`config.mk`:
```
export PLATFORM = sky130hd
export DESIGN_NAME = crc_framed_command_link
export DESIGN_NICKNAME = d
export VERILOG_FILES = /design/src/hw/rtl/cfl_pkg.sv /design/src/hw/rtl/crc_framed_command_link.sv /design/src/hw/rtl/cfl_queue.sv /design/src/hw/rtl/cfl_front.sv /design/src/hw/rtl/cfl_back.sv
export SDC_FILE = /design/constraint.sdc
export NUM_CORES = 1
export LEC_CHECK = 0
export BUFFER_PORTS_ARGS = -buffer_cell sky130_fd_sc_hd__buf_2
export CAP_MARGIN = 30
export CORE_MARGIN = 4
export CORE_UTILIZATION = 30
export DETAILED_ROUTE_END_ITERATION = 7
export PLACE_DENSITY = 0.43
export SYNTH_ARGS = -nofsm -noshare
export SYNTH_HDL_FRONTEND = slang
export SYNTH_HIERARCHICAL = 1
export SYNTH_SLANG_ARGS = --single-unit
```
`constraint.sdc`:
```
create_clock -name clk_i -period 4.2 [get_ports clk_i]
set_clock_uncertainty 0.15 [all_clocks]
set_input_delay 0.21 -clock clk_i [delete_from_list [all_inputs] [get_ports clk_i]]
set_output_delay 0.21 -clock clk_i [all_outputs]
set_load 0.01 [all_outputs]
```
`src/hw/rtl/cfl_pkg.sv`:
```
// shared types, constants and the crc step for the framed command link
package cfl_pkg;

  localparam int RX_MAX      = 48;
  localparam int TX_MAX      = 9;
  localparam int RX_CNT_W    = 6;
  localparam int TX_CNT_W    = 4;
  localparam int RX_IDX_W    = $clog2(RX_MAX);
  localparam int QUEUE_DEPTH = 4;
  localparam int QPTR_W      = $clog2(QUEUE_DEPTH);

  localparam logic [15:0] CRC_POLY = 16'h1021;

  typedef enum logic [1:0] {
    CMD_BEGIN   = 2'd0,
    CMD_DATA    = 2'd1,
    CMD_RXBYTE  = 2'd2,
    CMD_TIMEOUT = 2'd3
  } cmd_e;

  typedef enum logic [1:0] {
    KIND_TX     = 2'd0,
    KIND_REPLY  = 2'd1,
    KIND_STATUS = 2'd2
  } kind_e;

  typedef enum logic [1:0] {
    ST_OK      = 2'd0,
    ST_TIMEOUT = 2'd1,
    ST_CRC     = 2'd2
  } status_e;

  typedef enum logic [1:0] {
    PH_IDLE   = 2'd0,
    PH_SEND   = 2'd1,
    PH_RXDATA = 2'd2,
    PH_RXCRC  = 2'd3
  } phase_e;

  typedef enum logic [2:0] {
    F_IDLE,
    F_EXEC,
    F_OPC,
    F_CRCH,
    F_CRCL,
    F_DRAIN
  } front_state_e;

  typedef enum logic [1:0] {
    B_JOB,
    B_READ,
    B_LOAD,
    B_STAT
  } back_state_e;

  typedef enum logic [1:0] {
    JOB_EMIT,
    JOB_STORE,
    JOB_DRAIN
  } job_e;

  typedef struct packed {
    cmd_e                cmd;
    logic [7:0]          addr;
    logic [7:0]          opc;
    logic [TX_CNT_W-1:0] tx_cnt;
    logic [RX_CNT_W-1:0] rx_cnt;
    logic                send_crc;
    logic                check_crc;
    logic [7:0]          data;
  } item_t;

  // emit: one output word; store: reply byte at cnt; drain: cnt reply bytes then ok
  typedef struct packed {
    job_e                jkind;
    kind_e               kind;
    logic [7:0]          data;
    status_e             status;
    logic                last;
    logic [RX_CNT_W-1:0] cnt;
  } job_t;

  function automatic logic [15:0] crc16_add(input logic [15:0] crc, input logic [7:0] b);
    logic [15:0] c;
    c = crc ^ {b, 8'h00};
    for (int i = 0; i < 8; i++) begin
      c = c[15] ? ((c << 1) ^ CRC_POLY) : (c << 1);
    end
    return c;
  endfunction

endpackage

```
`src/hw/rtl/crc_framed_command_link.sv`:
```
// top level of the crc framed command link
//
//  channel  dir  tvalid/tready       tdata                         tuser / tlast
//  s        in   s_tvalid_i/_tready  addr,opc,tx,rx,scrc,ccrc,db   tuser: command
//  m        out  m_tvalid_o/_tready  out_byte, status             tuser: out_kind, tlast: last
//
//  the front accepts one input word, then issues its jobs, one per cycle while the queue is not full;
//  a begin issues 2 to 5 jobs, a frame-ending data word up to 4
//  the back sends one emitted word per cycle while the output is not stalled, a reply drain takes
//  the job, then per byte a buffer read and a load of the output register, then the status
//  a 4-entry job queue lets the front keep accepting while the back stalls
//  reset is asynchronous and clears control state only; the reply buffer is not cleared
module crc_framed_command_link
  import cfl_pkg::*;
(
  input  logic        clk_i,
  input  logic        rst_ni,
  input  logic        s_tvalid_i,
  output logic        s_tready_o,
  // addr[7:0] opcode[15:8] tx_count[19:16] rx_count[25:20] send_crc[26]
  // check_crc[27] data_byte[35:28] pad[39:36]
  input  logic [39:0] s_tdata_i,
  // command[1:0]
  input  logic [1:0]  s_tuser_i,
  output logic        m_tvalid_o,
  input  logic        m_tready_i,
  // out_byte[7:0] status[9:8] pad[15:10]
  output logic [15:0] m_tdata_o,
  // out_kind[1:0]
  output logic [1:0]  m_tuser_o,
  output logic        m_tlast_o
);

  item_t      item;
  job_t       push_job, pop_job;
  logic       push, full, pop, empty;
  kind_e      out_kind;
  logic [7:0] out_byte;
  status_e    out_status;

  assign item.cmd       = cmd_e'(s_tuser_i);
  assign item.addr      = s_tdata_i[7:0];
  assign item.opc       = s_tdata_i[15:8];
  assign item.tx_cnt    = s_tdata_i[19:16];
  assign item.rx_cnt    = s_tdata_i[25:20];
  assign item.send_crc  = s_tdata_i[26];
  assign item.check_crc = s_tdata_i[27];
  assign item.data      = s_tdata_i[35:28];

  cfl_front u_front (
    .clk_i      (clk_i),
    .rst_ni     (rst_ni),
    .s_tvalid_i (s_tvalid_i),
    .s_tready_o (s_tready_o),
    .item_i     (item),
    .push_o     (push),
    .job_o      (push_job),
    .full_i     (full)
  );

  cfl_queue u_queue (
    .clk_i      (clk_i),
    .rst_ni     (rst_ni),
    .push_i     (push),
    .push_job_i (push_job),
    .full_o     (full),
    .pop_i      (pop),
    .pop_job_o  (pop_job),
    .empty_o    (empty)
  );

  cfl_back u_back (
    .clk_i        (clk_i),
    .rst_ni       (rst_ni),
    .job_i        (pop_job),
    .empty_i      (empty),
    .pop_o        (pop),
    .m_tvalid_o   (m_tvalid_o),
    .m_tready_i   (m_tready_i),
    .out_kind_o   (out_kind),
    .out_byte_o   (out_byte),
    .out_status_o (out_status),
    .out_last_o   (m_tlast_o)
  );

  assign m_tdata_o = {6'b000000, out_status, out_byte};
  assign m_tuser_o = out_kind;

endmodule

```
`src/hw/rtl/cfl_queue.sv`:
```
// short job queue between the front and back parts
module cfl_queue
  import cfl_pkg::*;
(
  input  logic clk_i,
  input  logic rst_ni,
  input  logic push_i,
  input  job_t push_job_i,
  output logic full_o,
  input  logic pop_i,
  output job_t pop_job_o,
  output logic empty_o
);

  job_t              mem_q [QUEUE_DEPTH];
  logic [QPTR_W-1:0] wptr_q, wptr_d, rptr_q, rptr_d;
  logic [QPTR_W:0]   count_q, count_d;

  function automatic logic [QPTR_W-1:0] ptr_inc(input logic [QPTR_W-1:0] p);
    return (p == QPTR_W'(QUEUE_DEPTH - 1)) ? '0 : p + QPTR_W'(1);
  endfunction

  assign full_o    = (count_q == (QPTR_W + 1)'(QUEUE_DEPTH));
  assign empty_o   = (count_q == '0);
  assign pop_job_o = mem_q[rptr_q];

  always_comb begin
    wptr_d  = push_i ? ptr_inc(wptr_q) : wptr_q;
    rptr_d  = pop_i ? ptr_inc(rptr_q) : rptr_q;
    count_d = count_q;
    if (push_i && !pop_i) begin
      count_d = count_q + (QPTR_W + 1)'(1);
    end else if (pop_i && !push_i) begin
      count_d = count_q - (QPTR_W + 1)'(1);
    end
  end

  always_ff @(posedge clk_i or negedge rst_ni) begin
    if (!rst_ni) begin
      wptr_q  <= '0;
      rptr_q  <= '0;
      count_q <= '0;
    end else begin
      wptr_q  <= wptr_d;
      rptr_q  <= rptr_d;
      count_q <= count_d;
    end
  end

  always_ff @(posedge clk_i) begin
    if (push_i) begin
      mem_q[wptr_q] <= push_job_i;
    end
  end

  a_no_overflow: assert property (@(posedge clk_i) disable iff (!rst_ni)
    count_q <= (QPTR_W + 1)'(QUEUE_DEPTH))
    else $error("queue count beyond depth");

  a_no_push_full: assert property (@(posedge clk_i) disable iff (!rst_ni)
    !(push_i && full_o))
    else $error("push into full queue");

  a_no_pop_empty: assert property (@(posedge clk_i) disable iff (!rst_ni)
    !(pop_i && empty_o))
    else $error("pop from empty queue");

endmodule

```
`src/hw/rtl/cfl_front.sv`:
```
// front part: accepts words, tracks the link phase and crc, issues jobs
module cfl_front
  import cfl_pkg::*;
(
  input  logic       clk_i,
  input  logic       rst_ni,
  input  logic       s_tvalid_i,
  output logic       s_tready_o,
  input  item_t      item_i,
  output logic       push_o,
  output job_t       job_o,
  input  logic       full_i
);

  front_state_e        fstate_q, fstate_d;
  phase_e              phase_q, phase_d;
  item_t               item_q, item_d;
  logic [15:0]         crc_q, crc_d;
  logic [TX_CNT_W-1:0] tx_left_q, tx_left_d;
  logic [RX_CNT_W-1:0] rx_exp_q, rx_exp_d;
  logic [RX_CNT_W-1:0] rx_rcv_q, rx_rcv_d;
  logic                send_q, send_d;
  logic                check_q, check_d;
  logic [7:0]          crc_hi_q, crc_hi_d;
  logic [RX_CNT_W-1:0] rx_inc;
  logic                do_tail;

  assign rx_inc = rx_rcv_q + RX_CNT_W'(1);

  always_comb begin
    fstate_d   = fstate_q;
    phase_d    = phase_q;
    item_d     = item_q;
    crc_d      = crc_q;
    tx_left_d  = tx_left_q;
    rx_exp_d   = rx_exp_q;
    rx_rcv_d   = rx_rcv_q;
    send_d     = send_q;
    check_d    = check_q;
    crc_hi_d   = crc_hi_q;
    s_tready_o = 1'b0;
    push_o     = 1'b0;
    do_tail    = 1'b0;
    job_o      = '{jkind: JOB_EMIT, kind: KIND_TX, data: 8'h00, status: ST_OK,
                   last: 1'b0, cnt: '0};

    case (fstate_q)
      F_IDLE: begin
        s_tready_o = 1'b1;
        if (s_tvalid_i) begin
          item_d   = item_i;
          fstate_d = F_EXEC;
        end
      end
      F_EXEC: begin
        if (!full_i) begin
          fstate_d = F_IDLE;
          case (item_q.cmd)
            CMD_BEGIN: begin
              crc_d     = crc16_add(16'h0000, item_q.addr);
              tx_left_d = (item_q.tx_cnt > TX_CNT_W'(TX_MAX)) ? TX_CNT_W'(TX_MAX)
                                                               : item_q.tx_cnt;
              rx_exp_d  = (item_q.rx_cnt > RX_CNT_W'(RX_MAX)) ? RX_CNT_W'(RX_MAX)
                                                               : item_q.rx_cnt;
              send_d    = item_q.send_crc;
              check_d   = item_q.check_crc;
              rx_rcv_d  = '0;
              crc_hi_d  = 8'h00;
              push_o    = 1'b1;
              job_o.data = item_q.addr;
              fstate_d  = F_OPC;
            end
            CMD_DATA: begin
              if (phase_q == PH_SEND) begin
                push_o     = 1'b1;
                job_o.data = item_q.data;
                if (send_q) begin
                  crc_d = crc16_add(crc_q, item_q.data);
                end
                tx_left_d = tx_left_q - TX_CNT_W'(1);
                if (tx_left_q == TX_CNT_W'(1)) begin
                  if (send_q) begin
                    fstate_d = F_CRCH;
                  end else begin
                    do_tail = 1'b1;
                  end
                end else begin
                  job_o.last = 1'b1;
                end
              end
            end
            CMD_RXBYTE: begin
              if (phase_q == PH_RXDATA) begin
                push_o      = 1'b1;
                job_o.jkind = JOB_STORE;
                job_o.data  = item_q.data;
                job_o.cnt   = rx_rcv_q;
                crc_d       = crc16_add(crc_q, item_q.data);
                rx_rcv_d    = rx_inc;
                if (rx_inc >= rx_exp_q) begin
                  if (check_q) begin
                    phase_d  = PH_RXCRC;
                    rx_rcv_d = '0;
                  end else begin
                    fstate_d = F_DRAIN;
                  end
                end
              end else if (phase_q == PH_RXCRC) begin
                if (rx_rcv_q == '0) begin
                  crc_hi_d = item_q.data;
                  rx_rcv_d = RX_CNT_W'(1);
                end else if ({crc_hi_q, item_q.data} == crc_q) begin
                  fstate_d = F_DRAIN;
                end else begin
                  push_o       = 1'b1;
                  job_o.kind   = KIND_STATUS;
                  job_o.status = ST_CRC;
                  job_o.last   = 1'b1;
                  phase_d      = PH_IDLE;
                end
              end
            end
            CMD_TIMEOUT: begin
              if (phase_q != PH_IDLE) begin
                push_o       = 1'b1;
                job_o.kind   = KIND_STATUS;
                job_o.status = ST_TIMEOUT;
                job_o.last   = 1'b1;
                phase_d      = PH_IDLE;
              end
            end
            default: ;
          endcase
        end
      end
      F_OPC: begin
        if (!full_i) begin
          push_o     = 1'b1;
          job_o.data = item_q.opc;
          crc_d      = crc16_add(crc_q, item_q.opc);
          if (tx_left_q != '0) begin
            phase_d    = PH_SEND;
            job_o.last = 1'b1;
            fstate_d   = F_IDLE;
          end else if (send_q) begin
            fstate_d = F_CRCH;
          end else begin
            do_tail = 1'b1;
          end
        end
      end
      F_CRCH: begin
        if (!full_i) begin
          push_o     = 1'b1;
          job_o.data = crc_q[15:8];
          fstate_d   = F_CRCL;
        end
      end
      F_CRCL: begin
        if (!full_i) begin
          push_o     = 1'b1;
          job_o.data = crc_q[7:0];
          do_tail    = 1'b1;
        end
      end
      F_DRAIN: begin
        if (!full_i) begin
          push_o      = 1'b1;
          job_o.jkind = JOB_DRAIN;
          job_o.cnt   = rx_exp_q;
          phase_d     = PH_IDLE;
          fstate_d    = F_IDLE;
        end
      end
      default: fstate_d = F_IDLE;
    endcase

    // end of the transmitted frame: reply phase or immediate ok
    if (do_tail) begin
      rx_rcv_d = '0;
      if (rx_exp_q != '0) begin
        phase_d    = PH_RXDATA;
        job_o.last = 1'b1;
        fstate_d   = F_IDLE;
      end else if (check_q) begin
        phase_d    = PH_RXCRC;
        job_o.last = 1'b1;
        fstate_d   = F_IDLE;
      end else begin
        fstate_d = F_DRAIN;
      end
    end
  end

  always_ff @(posedge clk_i or negedge rst_ni) begin
    if (!rst_ni) begin
      fstate_q  <= F_IDLE;
      phase_q   <= PH_IDLE;
      crc_q     <= '0;
      tx_left_q <= '0;
      rx_exp_q  <= '0;
      rx_rcv_q  <= '0;
      send_q    <= 1'b0;
      check_q   <= 1'b0;
      crc_hi_q  <= '0;
    end else begin
      fstate_q  <= fstate_d;
      phase_q   <= phase_d;
      crc_q     <= crc_d;
      tx_left_q <= tx_left_d;
      rx_exp_q  <= rx_exp_d;
      rx_rcv_q  <= rx_rcv_d;
      send_q    <= send_d;
      check_q   <= check_d;
      crc_hi_q  <= crc_hi_d;
    end
  end

  always_ff @(posedge clk_i) begin
    item_q <= item_d;
  end

  a_one_word_at_a_time: assert property (@(posedge clk_i) disable iff (!rst_ni)
    s_tvalid_i && s_tready_o |=> !s_tready_o)
    else $error("front took a word while busy");

  a_send_has_bytes_left: assert property (@(posedge clk_i) disable iff (!rst_ni)
    fstate_q == F_IDLE && phase_q == PH_SEND |-> tx_left_q != '0)
    else $error("sending phase with no bytes left");

endmodule

```
`src/hw/rtl/cfl_back.sv`:
```
// back part: runs jobs, holds the reply buffer and the output register
module cfl_back
  import cfl_pkg::*;
(
  input  logic       clk_i,
  input  logic       rst_ni,
  input  job_t       job_i,
  input  logic       empty_i,
  output logic       pop_o,
  output logic       m_tvalid_o,
  input  logic       m_tready_i,
  output kind_e      out_kind_o,
  output logic [7:0] out_byte_o,
  output status_e    out_status_o,
  output logic       out_last_o
);

  back_state_e         bstate_q, bstate_d;
  logic [RX_CNT_W-1:0] idx_q, idx_d;
  logic [RX_CNT_W-1:0] n_q, n_d;
  logic [7:0]          store_q [RX_MAX];
  logic [7:0]          rdata_q;
  logic                wr_en, rd_en, load;
  kind_e               ld_kind;
  logic [7:0]          ld_data;
  status_e             ld_status;
  logic                ld_last;
  logic                out_valid_q;
  kind_e               out_kind_q;
  logic [7:0]          out_data_q;
  status_e             out_status_q;
  logic                out_last_q;
  logic                out_free;

  assign out_free     = !out_valid_q || m_tready_i;
  assign m_tvalid_o   = out_valid_q;
  assign out_kind_o   = out_kind_q;
  assign out_byte_o   = out_data_q;
  assign out_status_o = out_status_q;
  assign out_last_o   = out_last_q;

  always_comb begin
    bstate_d  = bstate_q;
    idx_d     = idx_q;
    n_d       = n_q;
    pop_o     = 1'b0;
    wr_en     = 1'b0;
    rd_en     = 1'b0;
    load      = 1'b0;
    ld_kind   = job_i.kind;
    ld_data   = job_i.data;
    ld_status = job_i.status;
    ld_last   = job_i.last;

    case (bstate_q)
      B_JOB: begin
        if (!empty_i) begin
          case (job_i.jkind)
            JOB_EMIT: begin
              if (out_free) begin
                load  = 1'b1;
                pop_o = 1'b1;
              end
            end
            JOB_STORE: begin
              wr_en = 1'b1;
              pop_o = 1'b1;
            end
            JOB_DRAIN: begin
              pop_o    = 1'b1;
              n_d      = job_i.cnt;
              idx_d    = '0;
              bstate_d = (job_i.cnt == '0) ? B_STAT : B_READ;
            end
            default: pop_o = 1'b1;
          endcase
        end
      end
      B_READ: begin
        rd_en    = 1'b1;
        bstate_d = B_LOAD;
      end
      B_LOAD: begin
        ld_kind   = KIND_REPLY;
        ld_data   = rdata_q;
        ld_status = ST_OK;
        ld_last   = 1'b0;
        if (out_free) begin
          load     = 1'b1;
          idx_d    = idx_q + RX_CNT_W'(1);
          bstate_d = (idx_q + RX_CNT_W'(1) == n_q) ? B_STAT : B_READ;
        end
      end
      B_STAT: begin
        ld_kind   = KIND_STATUS;
        ld_data   = 8'h00;
        ld_status = ST_OK;
        ld_last   = 1'b1;
        if (out_free) begin
          load     = 1'b1;
          bstate_d = B_JOB;
        end
      end
      default: bstate_d = B_JOB;
    endcase
  end

  always_ff @(posedge clk_i or negedge rst_ni) begin
    if (!rst_ni) begin
      bstate_q    <= B_JOB;
      idx_q       <= '0;
      n_q         <= '0;
      out_valid_q <= 1'b0;
    end else begin
      bstate_q <= bstate_d;
      idx_q    <= idx_d;
      n_q      <= n_d;
      if (load) begin
        out_valid_q <= 1'b1;
      end else if (m_tready_i) begin
        out_valid_q <= 1'b0;
      end
    end
  end

  always_ff @(posedge clk_i) begin
    if (load) begin
      out_kind_q   <= ld_kind;
      out_data_q   <= ld_data;
      out_status_q <= ld_status;
      out_last_q   <= ld_last;
    end
  end

  // reply buffer
  always_ff @(posedge clk_i) begin
    if (wr_en) begin
      store_q[job_i.cnt[RX_IDX_W-1:0]] <= job_i.data;
    end
  end

  always_ff @(posedge clk_i) begin
    if (rd_en) begin
      rdata_q <= store_q[idx_q[RX_IDX_W-1:0]];
    end
  end

  a_read_then_load: assert property (@(posedge clk_i) disable iff (!rst_ni)
    bstate_q == B_READ |=> bstate_q == B_LOAD)
    else $error("buffer read not followed by load");

  a_drain_in_range: assert property (@(posedge clk_i) disable iff (!rst_ni)
    idx_q <= n_q && n_q <= RX_CNT_W'(RX_MAX))
    else $error("drain index out of range");

endmodule
```
# After elaboration in Yosys (flattened, before gate mapping)

Memories as Yosys holds them, arrays and structs flattened. A register that Yosys moved wholly into a read port is not among the register bits.
Index checks and enable logic that the tools add are counted.

Memories kept: 2
Bits in registers: 120
Input bits: 46
Logic and storage cells: 327
RAM bits: 468
Output and inout port bits: 21

Order comparisons: 3
Reductions and logical operators: 36
Eq/ne operators: 46
Mux-type cells: 177
Add/subtract/negate cells: 7
Bitwise logic cells: 28

Memories:

| name           | depth | bits a word | rd ports | clocked after Yosys merged registers in | write ports | RTL line        | text |
|---|---|---|---|---|---|---|---|
| u_back.store_q | 48    | 8           | 1        | 1                                       | 1           | cfl_back.sv:21  | `logic [7:0] store_q [RX_MAX];` |
| u_queue.mem_q  | 4     | 21          | 1        | 0                                       | 1           | cfl_queue.sv:15 | `job_t mem_q [QUEUE_DEPTH];` |

Operators with widths:

| cell                                        | count |
|---|---|
| two-way mux 13 bit                          | 24 |
| two-way mux 6 bit                           | 15 |
| two-way mux 16 bit                          | 5 |
| inverter 3 bit                              | 24 |
| two-way mux 3 bit                           | 23 |
| two-way mux 2 bit                           | 32 |
| two-way mux 8 bit                           | 8 |
| one-hot mux 16 bit (3 select lines)         | 1 |
| two-way mux 1 bit                           | 41 |
| one-hot mux 6 bit (2 select lines)          | 3 |
| one-hot mux 16 bit (2 select lines)         | 1 |
| one-hot mux 8 bit (2 select lines)          | 2 |
| one-hot mux 8 bit (4 select lines)          | 1 |
| XOR 16 bit                                  | 2 |
| one-hot mux 8 bit (3 select lines)          | 1 |
| two-way mux 20 bit                          | 1 |
| one-hot mux 2 bit (2 select lines)          | 5 |
| == test 2 bit, second input constant        | 9 |
| one-hot mux 3 bit (6 select lines)          | 1 |
| == test 16 bit                              | 1 |
| nonzero test 2 bit                          | 8 |
| AND reduction 7 bit                         | 2 |
| adder 6 x 1 -> 6 bit, second input constant | 2 |
| logical NOT 6 bit                           | 2 |
| other kinds (43)                            | 83 |

# Longest topological paths before layout

Depth after elaboration: 22
Depth in mapped cells: 14
Mapped depth without buffers: 13

# Cells and area by module

Netlist, hierarchy kept.

By module, submodules not included:

| module                  | area each (µm²) | cells an instance | seq. area each (µm²) | instances |
|---|---|---|---|---|
| cfl_back                | 16707.3         | 848               | 12537.0              | 1 |
| cfl_front               | 5372.7          | 543               | 2317.2               | 1 |
| cfl_queue               | 3479.6          | 147               | 2697.6               | 1 |
| crc_framed_command_link | 48.8            | 7                 | 0.0                  | 1 |

# Least setup slack after synthesis

Ideal clock, no wire load.

Kind: register -> register
Start point: reg u_queue.rptr_q[0]
End point: mem u_back.store_q[42][0], enable pin
Cell stages (with the launch flop): 8
Buffers on the path: 3
Library setup time: 0.370 ns
Setup slack: 1.160 ns
Required time: 3.680 ns
Data arrival time: 2.519 ns
Clock period less this slack: 3.040 ns
Cell sequence: dfrtp_1 buf_6 buf_12 mux4_2 nand3b_1 or4b_1 clkbuf_1 nor2_1

RTL lines:

| what                     | RTL line        | text |
|---|---|---|
| start: declaration       | cfl_queue.sv:16 | `logic [QPTR_W-1:0] wptr_q, wptr_d, rptr_q, rptr_d;` |
| start signal: assignment | cfl_queue.sv:45 | `rptr_q <= rptr_d;` |
| end: declaration         | cfl_back.sv:21  |  |

# Worst setup path after layout

Start point: reg u_front/item_q[37] (netlist bit)
End point: reg u_queue.count_q[2]

Longest elaborated chain between the ends: 7
Elaborated cells between the ends (all ways): 12
Classes of those cells: eq/ne (3); mux (4); reduce/logical (5)

Ends and longest elaborated chain:

| what                                   | RTL line                      | text |
|---|---|---|
| start: declaration                     | cfl_front.sv:17               | `item_t item_q, item_d;` |
| start signal: assignment               | cfl_front.sv:220              | `item_q <= item_d;` |
| == test 2 bit (tied with other cells)  | cfl_front.sv:58               | `case (item_q.cmd)` |
| one-hot mux 1 bit (4 select lines) (*) | cfl_front.sv:58               |  |
| two-way mux 1 bit (*)                  | cfl_front.sv:56               | `if (!full_i) begin` |
| one-hot mux 1 bit (2 select lines) (*) | cfl_front.sv:47               | `case (fstate_q)` |
| net push                               | crc_framed_command_link.sv:36 | `logic push, full, pop, empty;` |
| logical NOT 1 bit                      | cfl_queue.sv:33               | `end else if (pop_i && !push_i) begin` |
| logical AND 1 bit                      | cfl_queue.sv:33               |  |
| nonzero test 2 bit (no line)           | --                            |  |
| end signal: assignment                 | cfl_queue.sv:46               | `count_q <= count_d;` |
| end: declaration                       | cfl_queue.sv:17               | `logic [QPTR_W:0] count_q, count_d;` |

Mark *: on every way through the listed nets, which the timed path passes. The rest lies on a longest branch.
A chain may end at the register's enable or synchronous reset.

==> run_results.csv <==
group,metric,value,unit
floorplanning,ios,67,
floorplanning,start_util,30.5,%
detailed_routing,ant_nets,0,
clock_network,cts_made_buffers,69,
logic_synthesis,ys_warn_count,6,
global_route,grt_max_degree,59,
worst_setup_path,worstPathRequired,4.57,ns
placed_design,dp_hpwl,41600,um
global_route,antenna_found_initial,1,
sta,relSlewSlack,38.8,%
finish,layout.nets,1793,
clock_network,cts.path.max_buffers,3,
logic_synthesis,ys_types,85,
placed_design,place_congestion,0.785,
power,power,21.5,mW
sta,min_period,3.51,ns
clock_network,clk_latency,0.60,ns
finish,multi_input_area,7400,sq um
sta,rsz0062_at_grt,"false",
finish,num_antenna_cells,0,
sta,tightest_slew,0.918,ns
sta,setup_viol,0,
clock_network,cts.repair.resized,0,
power,ir_drop,0.340,mV
floorplanning,core.rowCount,106,
logic_synthesis,syn_area_per_cell,16.6,sq um
worst_hold_path,hp-class,"primary input to flip-flop",
logic_synthesis,synth_edf_count,527,
detailed_routing,wirelength,63500,um
finish,regArea,17600,sq um
worst_setup_path,cpPeakStageDelay,0.59,ns
sta,drv_slew,0,
detailed_routing,vias,14100,
power,power_frac_seq,41.3,%
global_route,grt-ovfl-total,0,
power,internal-power,14.2,mW
floorplanning,die-width,300,um
logic_synthesis,netlist_instances,1545,
run_status,status,"completed",
global_route,grtUsageTotal,14.2,%
detailed_routing,first_pass_iters,7,
clock_network,cts_tree,"yes",
worst_setup_path,rr_startpoint,"u_front/item_q[37]",
logic_synthesis,async_reset_ff_share,11.6,%
sta,setup_tns,0,ns
worst_hold_path,min_from,"s_tdata_i[14]",
detailed_routing,drc,0,
power,pwr-share-clk,26.4,%
worst_setup_path,ff2ff_setup_slack,0.69,ns
logic_synthesis,ys_ff_latch,596,
worst_setup_path,cp_top_family,"adder cells",
worst_hold_path,hold_path_depth,2,
worst_setup_path,reg2reg_depth,13,
clock_network,clk_pin_slew,0.06,ns
sta,hold_violations,0,
power,p_comb_share,32.3,%
logic_synthesis,yosysTopAreaCell,"edfxtp_1",
worst_setup_path,crit_fanout,14,
power,p_sw,7.32,mW
floorplanning,die_area,90100,sq um
clock_network,cts-root-buf,"clkbuf_16",
finish,mostFrequentLayoutCells,"edfxtp_1 (527), nand2_1 (91), mux4_2 (82)",
worst_setup_path,crit_type,"flip-flop to flip-flop",
worst_setup_path,worstPathBufferInverterCount,2,
logic_synthesis,synth_area_leaders,"edfxtp_1 (62%), mux4_2 (7.0%), dfrtp_1 (6.7%)",
logic_synthesis,ys.flop_type,"edfxtp_1",
floorplanning,fp.coreArea,84100,sq um
finish,drive_gt1_share,22.0,%
worst_setup_path,worst_setup_path_end_kind,"flip-flop",
logic_synthesis,yosys.area.top_type_share,61.8,%
finish,layout.cells.most_common,"edfxtp_1",
finish,syn2layout_area_growth,18.1,%
clock_network,cts-hold-fix-buffers,43,
clock_network,post_cts_buffers,0,
worst_setup_path,crit_chain,"inv_1 -> ha_1 -> nor2b_1 -> o21ai_0 -> nand3b_1 -> a21oi_1 -> o22ai_1 -> ha_1 -> inv_1 -> fa_1 -> xor2_1 -> nor2_1 -> xor2_1",
floorplanning,chipHeight,300,um
clock_network,clock-sinks,596,
logic_synthesis,ys_seq_area_share,68.5,%
detailed_routing,drtIter0Drc,966,
placed_design,io_buffers,56,
worst_hold_path,hold_path_end,"u_front/item_q[26]",
worst_setup_path,crit_arrival,3.87,ns
power,leakagePower,10.0,nW
global_route,grt_pass1_vias,14700,
power,swShare,34.0,%
global_route,grt_pass1_wl,96100,um
worst_setup_path,critPathLaunchType,"flip-flop",
sta,max_freq,0.285,GHz
detailed_routing,wl_per_cell,21.8,um
sta,finalCritPeriodShare,83.5,%
worst_setup_path,reg2reg_to,"u_queue/count_q[2]",
logic_synthesis,synth_area,25600,sq um
clock_network,cts_max_level,3,
worst_setup_path,cpMaxStageDelayCell,"o22ai_1",
detailed_routing,via_per_inst,4.85,
power,power_density,712,nW/um^2
finish,fillerInstances,8004,
run,drv_cap,0,
flip-flops by register name, indices dropped and copies added (netlist names), 4 cells and up:
signal,count
u_back/rdata_q,8
u_front/item_q,38
u_front/crc_q,16
u_front/rx_rcv_q,6
u_queue/mem_q,84
u_back/n_q,6
u_front/rx_exp_q,6
u_front/crc_hi_q,8
u_front/tx_left_q,4
u_back/out_byte_o,8
u_back/idx_q,6
u_back/store_q,384
logic make-up (layout without fill, tap and decap cells):
logic type,count (synthesis),in the layout,share of synthesized area [%]
xor+xnor,77,77,2.80
flops,596,596,68.5
buf+inv,122,347,2.62
fa+ha+maj,24,24,1.20
mux,182,182,12.5
simple gates,303,303,5.96
compound gates,239,239,6.34
other cells,2,7,0.0293
worst reg2reg max path, stage by stage (launching register included):
cell and delay, ns:
edfxtp_1 0.42, inv_1 0.10, ha_1 0.45, nor2b_1 0.23, o21ai_0 0.12, nand3b_1 0.12
a21oi_1 0.07, o22ai_1 0.59, ha_1 0.30, inv_1 0.06, fa_1 0.37, xor2_1 0.15
nor2_1 0.11, xor2_1 0.17
routing by layer:
metal	GRT usage [%]	vias to the layer above	wire, um
met5	0	-	0
met4	3.74	0	1520
met3	2.77	97	2960
met2	23.7	340	30800
met1	19.1	7205	28200
li1	-	6456	-
synthesized netlist by cell type, types with 10 or more instances:
cell / instances
edfxtp_1: 527
o221ai_1: 19
buf_2: 24
a21oi_1: 43
a211oi_1: 14
mux2_2: 30
ha_1: 23
nor2_1: 74
inv_1: 32
clkbuf_1: 31
mux2i_1: 51
mux4_2: 80
a222oi_1: 10
xor2_1: 32
nand3_1: 18
buf_6: 11
o21ai_0: 66
nand2b_1: 12
dfrtp_1: 69
nor2b_1: 17
xnor2_1: 40
buf_4: 15
nor3_1: 30
mux4_1: 21
o21ai_1: 12
nand2_1: 91
layout make-up:
cell class,count,share of cell area [%]
tap,1134,4.69
sequential,596,58.1
timing repair buffer,190,5.30
multi-input combinational,832,24.5
clock buffer,89,6.03
inverter,34,0.422
clock inverter,34,1.01
power groups by stage:
stage	clock (mW)	sequential, mW	combinational, mW
detailed placement	0	9.06	6.97
CTS	5.92	8.94	7.02
floorplan	0	8.69	4.54
global placement	0	9.06	6.62
global route	6.17	9.01	7.63
finish	5.69	8.90	6.95
stage by stage:
stage                     util, %  std cells  area [sq um]  setup slack (ns)  hold slack (ns)
after floorplan                 -       1550         25600              1.16           -0.236
after global placement       32.6       2731         27400             0.732            0.236
after detailed placement     32.9       2739         27600             0.758          -0.0643
after CTS                    35.9       2905         30200             0.692            0.111
after global routing         36.0       2909         30200             0.373            0.121
final                        36.0       2909         30200             0.692            0.158
worst max path at each step:
stage / startpoint / to / slack (ns) / depth (start not counted)
after detailed placement: u_front/item_q[37] / u_queue/count_q[2] / 0.76 / 13
after floorplan: u_queue/rptr_q[0] / u_back/store_q[42][0] / 1.16 / 7
after global routing: u_front/item_q[37] / u_queue/count_q[2] / 0.37 / 13
after CTS: u_front/item_q[37] / u_queue/count_q[2] / 0.69 / 13
final: u_front/item_q[37] / u_queue/count_q[2] / 0.69 / 13
after global placement: u_front/item_q[37] / u_queue/count_q[2] / 0.73 / 13
No activity file was read; power rests on OpenSTA's default activity.
